[src/rtl/core/v22_pkg.sv]
// Shared stage codes, timing constants and types for the V.22bis symbol generator.
`default_nettype none
package v22_pkg;

    localparam int unsigned STAGE_W = 3;
    localparam int unsigned COUNT_W = 9;
    localparam int unsigned SHIFT_W = 23;
    localparam int unsigned RUN_W   = 7;

    localparam logic [STAGE_W-1:0] ST_DATA      = 3'd0;
    localparam logic [STAGE_W-1:0] ST_SILENCE   = 3'd1;
    localparam logic [STAGE_W-1:0] ST_U11       = 3'd2;
    localparam logic [STAGE_W-1:0] ST_U0011     = 3'd3;
    localparam logic [STAGE_W-1:0] ST_TIMED_S11 = 3'd4;
    localparam logic [STAGE_W-1:0] ST_S11       = 3'd5;
    localparam logic [STAGE_W-1:0] ST_S1111     = 3'd6;
    localparam logic [STAGE_W-1:0] ST_PARKED    = 3'd7;

    localparam logic [COUNT_W-1:0] SYMS_SILENCE     = 9'd45;
    localparam logic [COUNT_W-1:0] SYMS_U0011       = 9'd60;
    localparam logic [COUNT_W-1:0] SYMS_TIMED_START = 9'd153;
    localparam logic [COUNT_W-1:0] SYMS_TIMED_END   = 9'd453;
    localparam logic [COUNT_W-1:0] SYMS_S1111       = 9'd120;

    localparam logic [RUN_W-1:0] ONES_LIMIT = 7'd64;

    // Calling-side taps 14/17, answering-side taps 18/23 (one-based stage numbers)
    localparam int unsigned TAP_A_CALL = 13;
    localparam int unsigned TAP_B_CALL = 16;
    localparam int unsigned TAP_A_ANS  = 17;
    localparam int unsigned TAP_B_ANS  = 22;

    localparam logic CFG_CALLING = 1'b0;
    localparam logic CFG_POLY    = 1'b1;

    // Quadrant increment per dibit
    localparam logic [1:0] QUAD_STEP [4] = '{2'd1, 2'd0, 2'd2, 2'd3};

    typedef struct packed {
        logic [SHIFT_W-1:0] shift;
        logic [RUN_W-1:0]   run;
    } t_scr_state;

endpackage
`default_nettype wire

[src/rtl/core/v22_scr.sv]
// Self-synchronising scrambler with ones-run breaker, two or four bits per symbol.
`default_nettype none
module v22_scr
    import v22_pkg::*;
(
    input  var t_scr_state i_state,
    input  wire [3:0]      i_bits,   // bit 3 enters first
    input  wire            i_four,
    input  wire            i_poly,
    output t_scr_state     o_state,
    output logic [3:0]     o_bits    // bit 3 leaves first
);

    t_scr_state step_state [5];

    always_comb begin
        logic b;
        logic o;
        step_state[0] = i_state;
        o_bits = '0;
        for (int k = 0; k < 4; k++) begin
            b = i_bits[3-k];
            step_state[k+1].run = step_state[k].run;
            if (step_state[k].run >= ONES_LIMIT) begin
                b = ~b;
                step_state[k+1].run = '0;
            end
            if (i_poly) begin
                o = b ^ step_state[k].shift[TAP_A_ANS] ^ step_state[k].shift[TAP_B_ANS];
            end else begin
                o = b ^ step_state[k].shift[TAP_A_CALL] ^ step_state[k].shift[TAP_B_CALL];
            end
            step_state[k+1].shift = {step_state[k].shift[SHIFT_W-2:0], o};
            step_state[k+1].run   = o ? step_state[k+1].run + 7'd1 : '0;
            o_bits[3-k] = o;
        end
        o_state = i_four ? step_state[4] : step_state[2];
    end

endmodule
`default_nettype wire

[src/rtl/core/v22bis_symbol_generator.sv]
// V.22bis transmit symbol generator: scrambler, differential quadrant coder, training sequencer.
// Each result is registered in the output register when its item is accepted.
// Throughput: one item per cycle while the output is not stalled; the scrambler (up to four
// chained steps) and the stage sequencer update their state in the same cycle the item is taken.
// Reset (synchronous, active low): scrambler and ones-run cleared, quadrant 0, stage
// initial silence, counter 0, configuration registers 0, output register empty.
`default_nettype none
module v22bis_symbol_generator
    import v22_pkg::*;
(
    input  wire        i_clk,
    input  wire        i_rst_n,
    input  wire        i_cfg_we,
    input  wire        i_cfg_idx,
    input  wire        i_cfg_data,
    input  wire        s_axis_tvalid,
    output logic       s_axis_tready,
    input  wire [7:0]  s_axis_tdata,   // data_bits[3:0], rate_2400[4], new_stage[7:5]
    input  wire        s_axis_tuser,   // action
    output logic       m_axis_tvalid,
    input  wire        m_axis_tready,
    output logic [15:0] m_axis_tdata,  // point_index[3:0], bits_used[6:4], stage_now[9:7], zeros
    output logic       m_axis_tuser    // silent
);

    logic r_calling, r_poly;
    t_scr_state r_scr, scr_next;
    logic [1:0] r_quad, n_quad;
    logic [STAGE_W-1:0] r_stage, n_stage;
    logic [COUNT_W-1:0] r_count, n_count, count_inc;

    logic r_m_valid;
    logic [3:0] r_point;
    logic [2:0] r_used;
    logic [STAGE_W-1:0] r_stage_out;
    logic r_silent;

    logic accept;
    logic [3:0] data_bits;
    logic rate_2400;
    logic [STAGE_W-1:0] new_stage;

    logic [3:0] scr_in, scr_out;
    logic scr_four, scr_en;
    logic [1:0] inner;
    logic silent;
    logic [2:0] used;

    assign data_bits = s_axis_tdata[3:0];
    assign rate_2400 = s_axis_tdata[4];
    assign new_stage = s_axis_tdata[7:5];

    assign s_axis_tready = !r_m_valid || m_axis_tready;
    assign accept = s_axis_tvalid && s_axis_tready;
    assign count_inc = r_count + 9'd1;

    v22_scr u_scr (
        .i_state (r_scr),
        .i_bits  (scr_in),
        .i_four  (scr_four),
        .i_poly  (r_poly),
        .o_state (scr_next),
        .o_bits  (scr_out)
    );

    always_comb begin
        n_quad   = r_quad;
        n_stage  = r_stage;
        n_count  = r_count;
        scr_in   = 4'b1111;
        scr_four = 1'b0;
        scr_en   = 1'b0;
        inner    = 2'd1;
        silent   = 1'b0;
        used     = 3'd0;
        if (s_axis_tuser) begin
            n_stage = new_stage;
            n_count = '0;
            silent  = 1'b1;
        end else begin
            unique case (r_stage)
                ST_DATA: begin
                    scr_in   = data_bits;
                    scr_four = rate_2400;
                    scr_en   = 1'b1;
                    n_quad   = r_quad + QUAD_STEP[scr_out[3:2]];
                    if (rate_2400) begin
                        inner = scr_out[1:0];
                        used  = 3'd4;
                    end else begin
                        used  = 3'd2;
                    end
                end
                ST_SILENCE: begin
                    n_quad = '0;
                    silent = 1'b1;
                    if (!r_calling) begin
                        n_count = count_inc;
                        if (count_inc >= SYMS_SILENCE) begin
                            n_count = '0;
                            n_stage = ST_U11;
                        end
                    end
                end
                ST_U11: begin
                    n_quad = r_quad + QUAD_STEP[2'd3];
                end
                ST_U0011: begin
                    n_quad  = r_quad + (r_count[0] ? QUAD_STEP[2'd3] : QUAD_STEP[2'd0]);
                    n_count = count_inc;
                    if (count_inc >= SYMS_U0011) begin
                        if (r_calling) begin
                            n_count = '0;
                            n_stage = ST_S11;
                        end else begin
                            n_count = SYMS_TIMED_START;
                            n_stage = ST_TIMED_S11;
                        end
                    end
                end
                ST_TIMED_S11, ST_S11: begin
                    scr_en = 1'b1;
                    n_quad = r_quad + QUAD_STEP[scr_out[3:2]];
                    if (r_stage == ST_TIMED_S11) begin
                        n_count = count_inc;
                        if (count_inc >= SYMS_TIMED_END) begin
                            n_count = '0;
                            n_stage = rate_2400 ? ST_S1111 : ST_DATA;
                        end
                    end
                end
                ST_S1111: begin
                    scr_four = 1'b1;
                    scr_en   = 1'b1;
                    n_quad   = r_quad + QUAD_STEP[scr_out[3:2]];
                    inner    = scr_out[1:0];
                    n_count  = count_inc;
                    if (count_inc >= SYMS_S1111) begin
                        n_count = '0;
                        n_stage = ST_DATA;
                    end
                end
                ST_PARKED: begin
                    silent = 1'b1;
                end
                default: begin
                    silent = 1'b1;
                end
            endcase
        end
    end

    always_ff @(posedge i_clk) begin
        if (!i_rst_n) begin
            r_calling <= 1'b0;
            r_poly    <= 1'b0;
        end else if (i_cfg_we) begin
            unique case (i_cfg_idx)
                CFG_CALLING: r_calling <= i_cfg_data;
                CFG_POLY:    r_poly    <= i_cfg_data;
                default:     r_poly    <= r_poly;
            endcase
        end
    end

    always_ff @(posedge i_clk) begin
        if (!i_rst_n) begin
            r_scr     <= '0;
            r_quad    <= '0;
            r_stage   <= ST_SILENCE;
            r_count   <= '0;
            r_m_valid <= 1'b0;
        end else begin
            if (accept) begin
                if (scr_en) begin
                    r_scr <= scr_next;
                end
                r_quad    <= n_quad;
                r_stage   <= n_stage;
                r_count   <= n_count;
                r_m_valid <= 1'b1;
            end else if (m_axis_tready) begin
                r_m_valid <= 1'b0;
            end
        end
    end

    // Payload of the result register: no reset needed
    always_ff @(posedge i_clk) begin
        if (accept) begin
            r_point     <= silent ? 4'd0 : {n_quad, inner};
            r_silent    <= silent;
            r_used      <= used;
            r_stage_out <= n_stage;
        end
    end

    assign m_axis_tvalid = r_m_valid;
    assign m_axis_tuser  = r_silent;
    assign m_axis_tdata  = {6'd0, r_stage_out, r_used, r_point};

endmodule
`default_nettype wire

[config.mk]
export PLATFORM = sky130hd
export DESIGN_NAME = v22bis_symbol_generator
export DESIGN_NICKNAME = d
export VERILOG_FILES = /design/src/rtl/core/v22_pkg.sv /design/src/rtl/core/v22_scr.sv /design/src/rtl/core/v22bis_symbol_generator.sv
export SDC_FILE = /design/constraint.sdc
export NUM_CORES = 1
export LEC_CHECK = 0
export ABC_AREA = 1
export BUFFER_PORTS_ARGS = -buffer_cell sky130_fd_sc_hd__buf_4
export CORE_AREA = 2 2 84 86
export DETAILED_ROUTE_END_ITERATION = 16
export DIE_AREA = 0 0 86 88
export GPL_TIMING_DRIVEN = 0
export PLACE_DENSITY_LB_ADDON = 0.15
export SLEW_MARGIN = 20
export SYNTH_ARGS = -nofsm -noshare
export SYNTH_HDL_FRONTEND = slang
export SYNTH_SLANG_ARGS = --single-unit
export TNS_END_PERCENT = 100
[constraint.sdc]
create_clock -name i_clk -period 5.34 [get_ports i_clk]
set_clock_uncertainty 0.15 [all_clocks]
set_input_delay 0.801 -clock i_clk [delete_from_list [all_inputs] [get_ports i_clk]]
set_output_delay 0.801 -clock i_clk [all_outputs]
set_load 0.02 [all_outputs]
==> key figures, run 1 <==
Run
  • Total of max-cap violations: 0

CTS
  • CTS sink count: 57
  • Post_cts resized: 0
  • CTS buffer count: 9
  • Clock Tree Buf Depth: 2
  • CTS Hold Bufs: 0
  • Root Buffer: clkbuf_8
  • Post-CTS Setup Bufs: 0
  • H-tree level count: 3
  • Clk_lat worst skew: 0.35 ns
  • Clock transition at path regs: 0.06 ns
  • CTS tree: done

Floorplanning
  • Core area: 6640 sq um
  • Initial core utilization: 0.580
  • Num rows: 30
  • IO Pins: 35
  • Die Width: 86 um
  • Die height: 88 um
  • DIE AREA: 7570 sq um

Synthesis
  • Ys Warns: 0
  • Top cells by area, synth: dfxtp_1, nand2_1, edfxtp_1
  • Async SR Flop Fraction: 0
  • Area leader, netlist: dfxtp_1
  • EDFF count, synth: 10
  • Top FF cell, synth: dfxtp_1
  • Sequential area share after synthesis: 0.322
  • Cell area after synthesis: 3850 sq um
  • Synth top area share: 0.244
  • Post-Synthesis Cells: 572
  • Flops & latches, synth: 57
  • Syn avg cell area: 6.74 sq um
  • Distinct cells, synth: 45

Timing
  • Final setup viols: 0
  • Least-Margin Pin Slew: 0.949 ns
  • Fin crit share: 0.831
  • PnR worst setup slack: 0.904 ns
  • Peak Freq: 225 MHz
  • Hold Slack: 0.315 ns
  • Min Tclk post-route: 4.44 ns
  • Setup_tns: 0 ns
  • Final max-slew violation count: 0
  • Final Hold Viols: 0
  • Slew HR: 0.362
  • RSZ-0062 raised after global routing: no

Cells and area
  • Antenna Cells: 0
  • Area grow syn2layout: 12.5%
  • FF+latch area: 1240 sq um
  • Design Area, Final: 4330 sq um
  • Multi-input logic area: 2230 sq um
  • Number of fill cells: 629
  • Layout cells sized above 1: 0.137
  • Commonest non-fill, non-tap cell in the layout: nand2_1
  • Final non-filler cell total: 700
  • Total Nets Final: 638
  • Commonest non-fill, non-tap cells in the layout: nand2_1, inv_1, nor2_1

Global route
  • GRT Overall Usage: 0.267
  • Grt ovf: 0
  • Number of global-route vias before repair: 3,578
  • First-pass GRT wire length: 16,100 um
  • Largest net degree at the start of global routing: 19
  • Initial antenna violation count: 0

Routing
  • Post-route ant nets: 0
  • 1st-pass router iterations: 5
  • DR iter-0 viols: 204
  • DR WL/cell: 13.7 um
  • # DRC: 0
  • Drt via density: 5.61
  • Routed via count: 3,930
  • Final wirelength: 9560 um

Placed design
  • I/O Buffers: 26
  • Routability Congestion: 0.923
  • HPWL after DPL: 7160 um
  • Place WS: 0.636 ns
  • Cell total after placement: 684
  • Cell Area, Placed: 4170 sq um

Critical path
  • WP data required: 5.42 ns
  • R2R depth: 28
  • CP max-delay cell: dfxtp_1
  • Startpoint Class: flip-flop
  • Maximum net fanout on the critical path: 8
  • Max incr delay on CP: 0.40 ns
  • Most common cell on crit path: nor2_1
  • Kind of critical path: flip-flop to flip-flop
  • Data arrival, critical path: 4.52 ns
  • CP Capture Type: flip-flop

Status
  • Run status: finished, final reports clean

Pwr
  • PwrDens: 260 nW/um^2
  • Leak Pwr: 1.92 nW
  • Worst vdd ir: 0.167 mV

Worst hold path
  • Worst hold path class: flip-flop to flip-flop
  • Worst Hold Path Cells: 2
## worst max-delay path, delay by kind of cell (launching register included)
kind            cells  cell delay, ns
buf+inv             4            0.41
fa+ha+maj           4            0.84
compound gates      2            0.24
simple gates       18            2.28
flops               1            0.40
## metrics by stage
stage	util	power (mW)
CTS	0.652	1.13
floorplan	-	0.707
finish	0.652	1.13
global route	0.652	1.19
global placement	0.628	0.775
detailed placement	0.628	0.780
## sequential cells by signal (all words and copies together), names as in the netlist
register	count
r_poly	1
r_scr	30
m_axis_tuser	1
r_calling	1
m_axis_tvalid	1
r_count	9
r_used	2
r_quad	2
r_point	4
r_stage_out	3
r_stage	3
## layout make-up
cell class	count	share of cell area
Multi-Input combinational cell	422	0.514
Inverter	77	0.0673
Tap cell	80	0.0231
Clock buffer	11	0.0303
Timing Repair Buffer	26	0.0450
Sequential cell	57	0.286
Buffer	22	0.0271
Clock inverter	5	0.00722
## cells in the mapped netlist (3+ instances only)
| cell | count |
|---|---|
| inv_2 | 5 |
| edfxtp_1 | 10 |
| buf_4 | 7 |
| nand4_1 | 15 |
| nand3_1 | 32 |
| dfxtp_1 | 47 |
| ha_1 | 7 |
| nand2_2 | 6 |
| inv_1 | 68 |
| clkbuf_1 | 12 |
| or2_1 | 3 |
| xnor2_1 | 5 |
| nor2_4 | 5 |
| nor2_2 | 6 |
| o21ai_1 | 4 |
| a21oi_1 | 57 |
| o21ai_0 | 49 |
| nor2_1 | 61 |
| o22ai_1 | 24 |
| nand3b_1 | 3 |
| o31ai_1 | 3 |
| xor2_1 | 8 |
| nand2_1 | 102 |
| clkinv_1 | 3 |
| nor3_1 | 6 |
| nand3_2 | 3 |
## per-layer routing
layer | up-vias | GRT usage | share of wire
li1 | 2001 | - | -
met1 | 1774 | 0.339 | 0.45
met2 | 131 | 0.445 | 0.47
met3 | 24 | 0.0509 | 0.056
met4 | 0 | 0.111 | 0.031
met5 | - | 0 | 0
## kinds of logic after synthesis
family,count (synthesis),share of synthesized area
simple gates,253,0.318
compound gates,142,0.200
buf+inv,99,0.106
flops,57,0.322
xor+xnor,13,0.0295
fa+ha+maj,7,0.0227
other cells,1,0.000973
## report_power, final
group,internal (mW),total [mW],leakage [nW],switching [mW]
Clock,0.167,0.351,0.0796,0.184
Sequential,0.464,0.487,0.482,0.0223
Combinational,0.102,0.291,1.36,0.189
Total,0.733,1.13,1.92,0.395
## path summary, 6_finish.rpt
check	startpoint	endpoint	slack, ns
worst min-delay path	r_count[7]$_SDFFE_PN0P_	r_count[7]$_SDFFE_PN0P_	0.32
worst max-delay path	r_scr[6]$_SDFFE_PN0P_	r_scr[6]$_SDFFE_PN0P_	0.90
worst min register to register	r_count[7]$_SDFFE_PN0P_	r_count[7]$_SDFFE_PN0P_	0.32
worst max register to register	r_scr[6]$_SDFFE_PN0P_	r_scr[6]$_SDFFE_PN0P_	0.90
(Power assumes the default switching activity.)
==> run 2, diff against run 1 <==
- CORE_AREA: 2 2 84 86 -> 2 2 88 90
- DIE_AREA: 0 0 86 88 -> 0 0 90 92
- clock period: 5.34 -> 3.7 ns (I/O delays scaled with it)
==> key figures, run 2 (synthesis results as in run 1) <==
Routing
  • Post-route ant nets: 0 (unchanged)
  • Final wirelength: 10,400 um (was 9560 um)
  • DR iter-0 viols: 242 (was 204)
  • 1st-pass router iterations: 6 (was 5)
  • Drt via density: 5.43 (was 5.61)
  • Routed via count: 4,060 (was 3,930)
  • DR WL/cell: 13.8 um (was 13.7 um)
  • # DRC: 0 (unchanged)

CTS
  • CTS sink count: 57 (unchanged)
  • CTS buffer count: 9 (unchanged)
  • CTS Hold Bufs: 0 (unchanged)
  • Clk_lat worst skew: 0.34 ns (was 0.35 ns)
  • Clock transition at path regs: 0.07 ns (was 0.06 ns)
  • Root Buffer: clkbuf_8 (unchanged)
  • H-tree level count: 3 (unchanged)
  • Clock Tree Buf Depth: 2 (unchanged)
  • CTS tree: done (unchanged)

Run
  • Total of max-cap violations: 0 (unchanged)

Critical path
  • CP top delay family: simple AND/OR/NAND/NOR gates (unchanged)
  • Kind of critical path: flip-flop to flip-flop (unchanged)
  • CP max-delay cell: dfxtp_2 (was dfxtp_1)
  • CP Capture Type: flip-flop (unchanged)
  • Data arrival, critical path: 3.67 ns (was 4.52 ns)
  • Startpoint Class: flip-flop (unchanged)
  • Maximum net fanout on the critical path: 6 (was 8)
  • CP bufs+invs: 5 (was 4)
  • WP data required: 3.82 ns (was 5.42 ns)
  • Max incr delay on CP: 0.34 ns (was 0.40 ns)

Pwr
  • Final Power: 1.80 mW (was 1.13 mW)
  • Worst vdd ir: 0.226 mV (was 0.167 mV)
  • PwrDens: 375 nW/um^2 (was 260 nW/um^2)
  • Leak Pwr: 2.08 nW (was 1.92 nW)

Floorplanning
  • Core area: 7450 sq um (was 6640 sq um)
  • IO Pins: 35 (unchanged)
  • Initial core utilization: 0.517 (was 0.580)
  • Die height: 92 um (was 88 um)
  • Die Width: 90 um (was 86 um)
  • DIE AREA: 8280 sq um (was 7570 sq um)
  • Num rows: 32 (was 30)

Cells and area
  • FF+latch area: 1260 sq um (was 1240 sq um)
  • Multi-input logic area: 2390 sq um (was 2230 sq um)
  • Largest regs: r_scr x30, r_count x9, r_point x4 (unchanged)
  • Commonest non-fill, non-tap cell in the layout: nand2_1 (unchanged)
  • Final non-filler cell total: 748 (was 700)
  • Layout cells sized above 1: 0.228 (was 0.137)
  • Area grow syn2layout: 24.4% (was 12.5%)
  • Largest reg by FF count: r_scr (unchanged)
  • Antenna Cells: 0 (unchanged)
  • Commonest non-fill, non-tap cells in the layout: nand2_1, inv_1, buf_4 (was nand2_1, inv_1, nor2_1)
  • Number of fill cells: 703 (was 629)
  • Total Nets Final: 664 (was 638)
  • Max reg flops: 30 (unchanged)

Placed design
  • Routability Congestion: 0.916 (was 0.923)
  • Cell total after placement: 706 (was 684)
  • HPWL after DPL: 7370 um (was 7160 um)
  • Place WS: -0.456 ns (was 0.636 ns)
  • I/O Buffers: 26 (unchanged)

Timing
  • Min Tclk post-route: 3.55 ns (was 4.44 ns)
  • RSZ-0062 raised after global routing: yes (was no)
  • Final max-slew violation count: 0 (unchanged)
  • Slew HR: 0.413 (was 0.362)
  • Peak Freq: 281 MHz (was 225 MHz)
  • Hold Slack: 0.327 ns (was 0.315 ns)
  • Final setup viols: 0 (unchanged)
  • Final Hold Viols: 0 (unchanged)
  • Fin crit share: 0.961 (was 0.831)
  • Least-Margin Pin Slew: 0.873 ns (was 0.949 ns)
  • PnR worst setup slack: 0.145 ns (was 0.904 ns)

Global route
  • Number of global-route vias before repair: 3,788 (was 3,578)
  • Largest net degree at the start of global routing: 19 (unchanged)
  • Initial antenna violation count: 0 (unchanged)
  • Grt ovf: 0 (unchanged)
  • GRT Overall Usage: 0.252 (was 0.267)
  • First-pass GRT wire length: 17,000 um (was 16,100 um)

Worst hold path
  • Worst hold path class: flip-flop to flip-flop (unchanged)

Status
  • Run status: finished, final reports clean (unchanged)
[run 2: final cells by class]
type / count / share of cell area
Clock buffer: 9 / 0.0258
Buffer: 22 / 0.0277
Sequential cell: 57 / 0.262
Multi-Input combinational cell: 422 / 0.499
Inverter: 77 / 0.0629
Timing Repair Buffer: 52 / 0.0814
Tap cell: 102 / 0.0266
Clock inverter: 7 / 0.0146
[run 2: worst paths after layout]
| check | cells after the start | slack [ns] | end | from |
|---|---|---|---|---|
| worst max-delay path | 29 | 0.15 | r_scr[2]$_SDFFE_PN0P_ | r_scr[0]$_SDFFE_PN0P_ |
| worst max register to register | 29 | 0.15 | r_scr[2]$_SDFFE_PN0P_ | r_scr[0]$_SDFFE_PN0P_ |
| worst min register to register | 2 | 0.33 | r_count[7]$_SDFFE_PN0P_ | r_count[7]$_SDFFE_PN0P_ |
| worst min-delay path | 2 | 0.33 | r_count[7]$_SDFFE_PN0P_ | r_count[7]$_SDFFE_PN0P_ |
[run 2: repair_timing]
action                                  4_1_cts  5_1_grt
gates cloned                                  0        0
buffers inserted                             14       12
endpoints found under the setup margin        9        8
resized for setup                            15       22
pin swaps                                     9       21
[run 2: power breakdown]
group          switching, mW  total [mW]  internal, mW
Sequential            0.0322       0.703         0.671
Clock                  0.272       0.582         0.309
Combinational          0.312       0.513         0.201
Total                  0.616        1.80          1.18
[run 2: worst min-delay path, delay by kind of cell, from the launching register on]
kind / cells / cell delay, ns
AND/OR/NAND/NOR: 1 / 0.06
flip-flops: 1 / 0.31
AO/OA/AOI/OAI: 1 / 0.06
[run 2: per-stage QoR]
| stage | instance area, sq um | setup TNS (ns) | util |
|---|---|---|---|
| after global placement | 4290 | -1.31 | 0.576 |
| after floorplan | 3970 | -0.0483 | - |
| after detailed placement | 4290 | -1.83 | 0.576 |
| after global routing | 4790 | -0.345 | 0.644 |
| after CTS | 4620 | 0 | 0.620 |
| final | 4790 | 0 | 0.644 |
[run 2: routing by layer]
layer | GRT usage | wire [um] | part of all wire
met5 | 0 | 0 | 0
met4 | 0.119 | 320 | 0.031
met3 | 0.0378 | 612 | 0.059
met2 | 0.425 | 4990 | 0.48
met1 | 0.317 | 4430 | 0.43
==> run 3, diff against run 2 <==
- MAX_ROUTING_LAYER: not set -> met4
==> key figures, run 3 (synthesis results as in run 1) <==
Global route
  • First-pass GRT wire length: 17,000 um (about the same)
  • Grt ovf: 0 (unchanged)
  • GRT Overall Usage: 0.259 (was 0.252)
  • Largest net degree at the start of global routing: 19 (unchanged)
  • Initial antenna violation count: 0 (unchanged)
  • Number of global-route vias before repair: 3,787 (was 3,788)

Critical path
  • Data arrival, critical path: 3.67 ns (about the same)
  • Maximum net fanout on the critical path: 6 (unchanged)
  • Kind of critical path: flip-flop to flip-flop (unchanged)
  • Most common cell on crit path: nor2_4
  • CP Capture Type: flip-flop (unchanged)
  • WP data required: 3.81 ns (was 3.82 ns)
  • CP max-delay cell: dfxtp_4 (was dfxtp_2)
  • Max incr delay on CP: 0.37 ns (was 0.34 ns)
  • R2R depth: 28 (was 29)
  • Startpoint Class: flip-flop (unchanged)

CTS
  • CTS sink count: 57 (unchanged)
  • CTS Hold Bufs: 0 (unchanged)
  • Clock Tree Buf Depth: 2 (unchanged)
  • Root Buffer: clkbuf_8 (unchanged)
  • H-tree level count: 3 (unchanged)
  • CTS tree: done (unchanged)
  • CTS buffer count: 9 (unchanged)
  • Clk_lat worst skew: 0.34 ns (about the same)
  • Clock transition at path regs: 0.07 ns (about the same)

Timing
  • RSZ-0062 raised after global routing: yes (unchanged)
  • Fin crit share: 0.961 (about the same)
  • Hold Slack: 0.327 ns (about the same)
  • PnR worst setup slack: 0.145 ns (about the same)
  • Final setup viols: 0 (unchanged)
  • Slew HR: 0.419 (was 0.413)
  • Min Tclk post-route: 3.55 ns (about the same)
  • Least-Margin Pin Slew: 0.864 ns (was 0.873 ns)
  • Final Hold Viols: 0 (unchanged)
  • Peak Freq: 281 MHz (unchanged)
  • Final max-slew violation count: 0 (unchanged)

Placed design
  • Routability Congestion: 0.932 (was 0.916)
  • HPWL after DPL: 7370 um (unchanged)
  • Cell Area, Placed: 4290 sq um (unchanged)
  • I/O Buffers: 26 (unchanged)
  • Place WS: -0.456 ns (unchanged)

Routing
  • # DRC: 0 (unchanged)
  • DR WL/cell: 13.9 um (was 13.8 um)
  • DR iter-0 viols: 244 (was 242)
  • 1st-pass router iterations: 5 (was 6)
  • Final wirelength: 10,400 um (about the same)
  • Drt via density: 5.43 (about the same)
  • Post-route ant nets: 0 (unchanged)
  • Routed via count: 4,064 (was 4,060)

Floorplanning
  • DIE AREA: 8280 sq um (unchanged)
  • Core area: 7450 sq um (unchanged)
  • Initial core utilization: 0.517 (unchanged)
  • Num rows: 32 (unchanged)
  • IO Pins: 35 (unchanged)
  • Die Width: 90 um (unchanged)
  • Die height: 92 um (unchanged)

Pwr
  • PwrDens: 375 nW/um^2 (about the same)
  • Worst vdd ir: 0.226 mV (about the same)
  • Final Power: 1.80 mW (about the same)
  • Leak Pwr: 2.08 nW (unchanged)

Cells and area
  • Largest regs: r_scr x30, r_count x9, r_point x4 (unchanged)
  • Commonest non-fill, non-tap cells in the layout: nand2_1, inv_1, buf_4 (unchanged)
  • Antenna Cells: 0 (unchanged)
  • Layout cells sized above 1: 0.228 (unchanged)
  • Fin util: 0.644 (unchanged)
  • Area grow syn2layout: 24.4% (unchanged)
  • Max reg flops: 30 (unchanged)
  • Total Nets Final: 664 (unchanged)
  • Largest reg by FF count: r_scr (unchanged)
  • Commonest non-fill, non-tap cell in the layout: nand2_1 (unchanged)
  • Design Area, Final: 4790 sq um (unchanged)

Status
  • Run status: finished, final reports clean (unchanged)

Run
  • Total of max-cap violations: 0 (unchanged)

Worst hold path
  • Worst hold path class: flip-flop to flip-flop (unchanged)
  • Worst Hold Path Cells: 2 (unchanged)
run 3: cell counts in the layout (fill, tap and decap cells not counted):
Identical to the previous run, type by type.
run 3: timing repair:
action,CTS,global route
gates resized for setup,15,22
pin swaps,9,21
endpoints found under the setup margin,9,8
buffers inserted,14,12
run 3: area by class of cell:
type / instances / area [sq um]
clock buffers: 9 / 124
inverters: 77 / 302
multi-input cells: 422 / 2390
plain buffers: 22 / 133
flip-flops and latches: 57 / 1260
clock inverters: 7 / 70.1
fillers: 703 / 2650
well taps: 102 / 128
repair buffers: 52 / 390
run 3: through the flow:
stage                     instances  TNS (ns)
after floorplan                 578   -0.0483
final                           748         0
after global placement          706     -1.31
after CTS                       736         0
after detailed placement        706     -1.83
after global routing            748    -0.343
run 3: critical path: cells and delay by family, from the launching register on:
kind | cells | cell delay, ns
simple gates | 20 | 2.03
fa+ha+maj | 3 | 0.48
flops | 1 | 0.37
buf+inv | 3 | 0.25
compound gates | 2 | 0.19
run 3: final timing paths:
check	startpoint	endpoint	slack, ns
hold / removal	r_count[7]$_SDFFE_PN0P_	r_count[7]$_SDFFE_PN0P_	0.33
hold reg to reg	r_count[7]$_SDFFE_PN0P_	r_count[7]$_SDFFE_PN0P_	0.33
setup / recovery	r_stage[0]$_SDFFE_PN1P_	r_scr[6]$_SDFFE_PN0P_	0.15
setup reg to reg	r_stage[0]$_SDFFE_PN1P_	r_scr[6]$_SDFFE_PN0P_	0.15
run 3: where the power goes:
group	internal, mW	leakage (nW)	switching, mW	total, mW
clock	0.309	0.0909	0.274	0.584
combinational	0.201	1.50	0.312	0.513
sequential	0.671	0.486	0.0323	0.703
run 3: metal layers:
layer / part of all wire / GRT usage
met1: 0.43 / 0.317
met3: 0.060 / 0.0378
met4: 0.030 / 0.119
met5: 0 / -
met2: 0.48 / 0.425
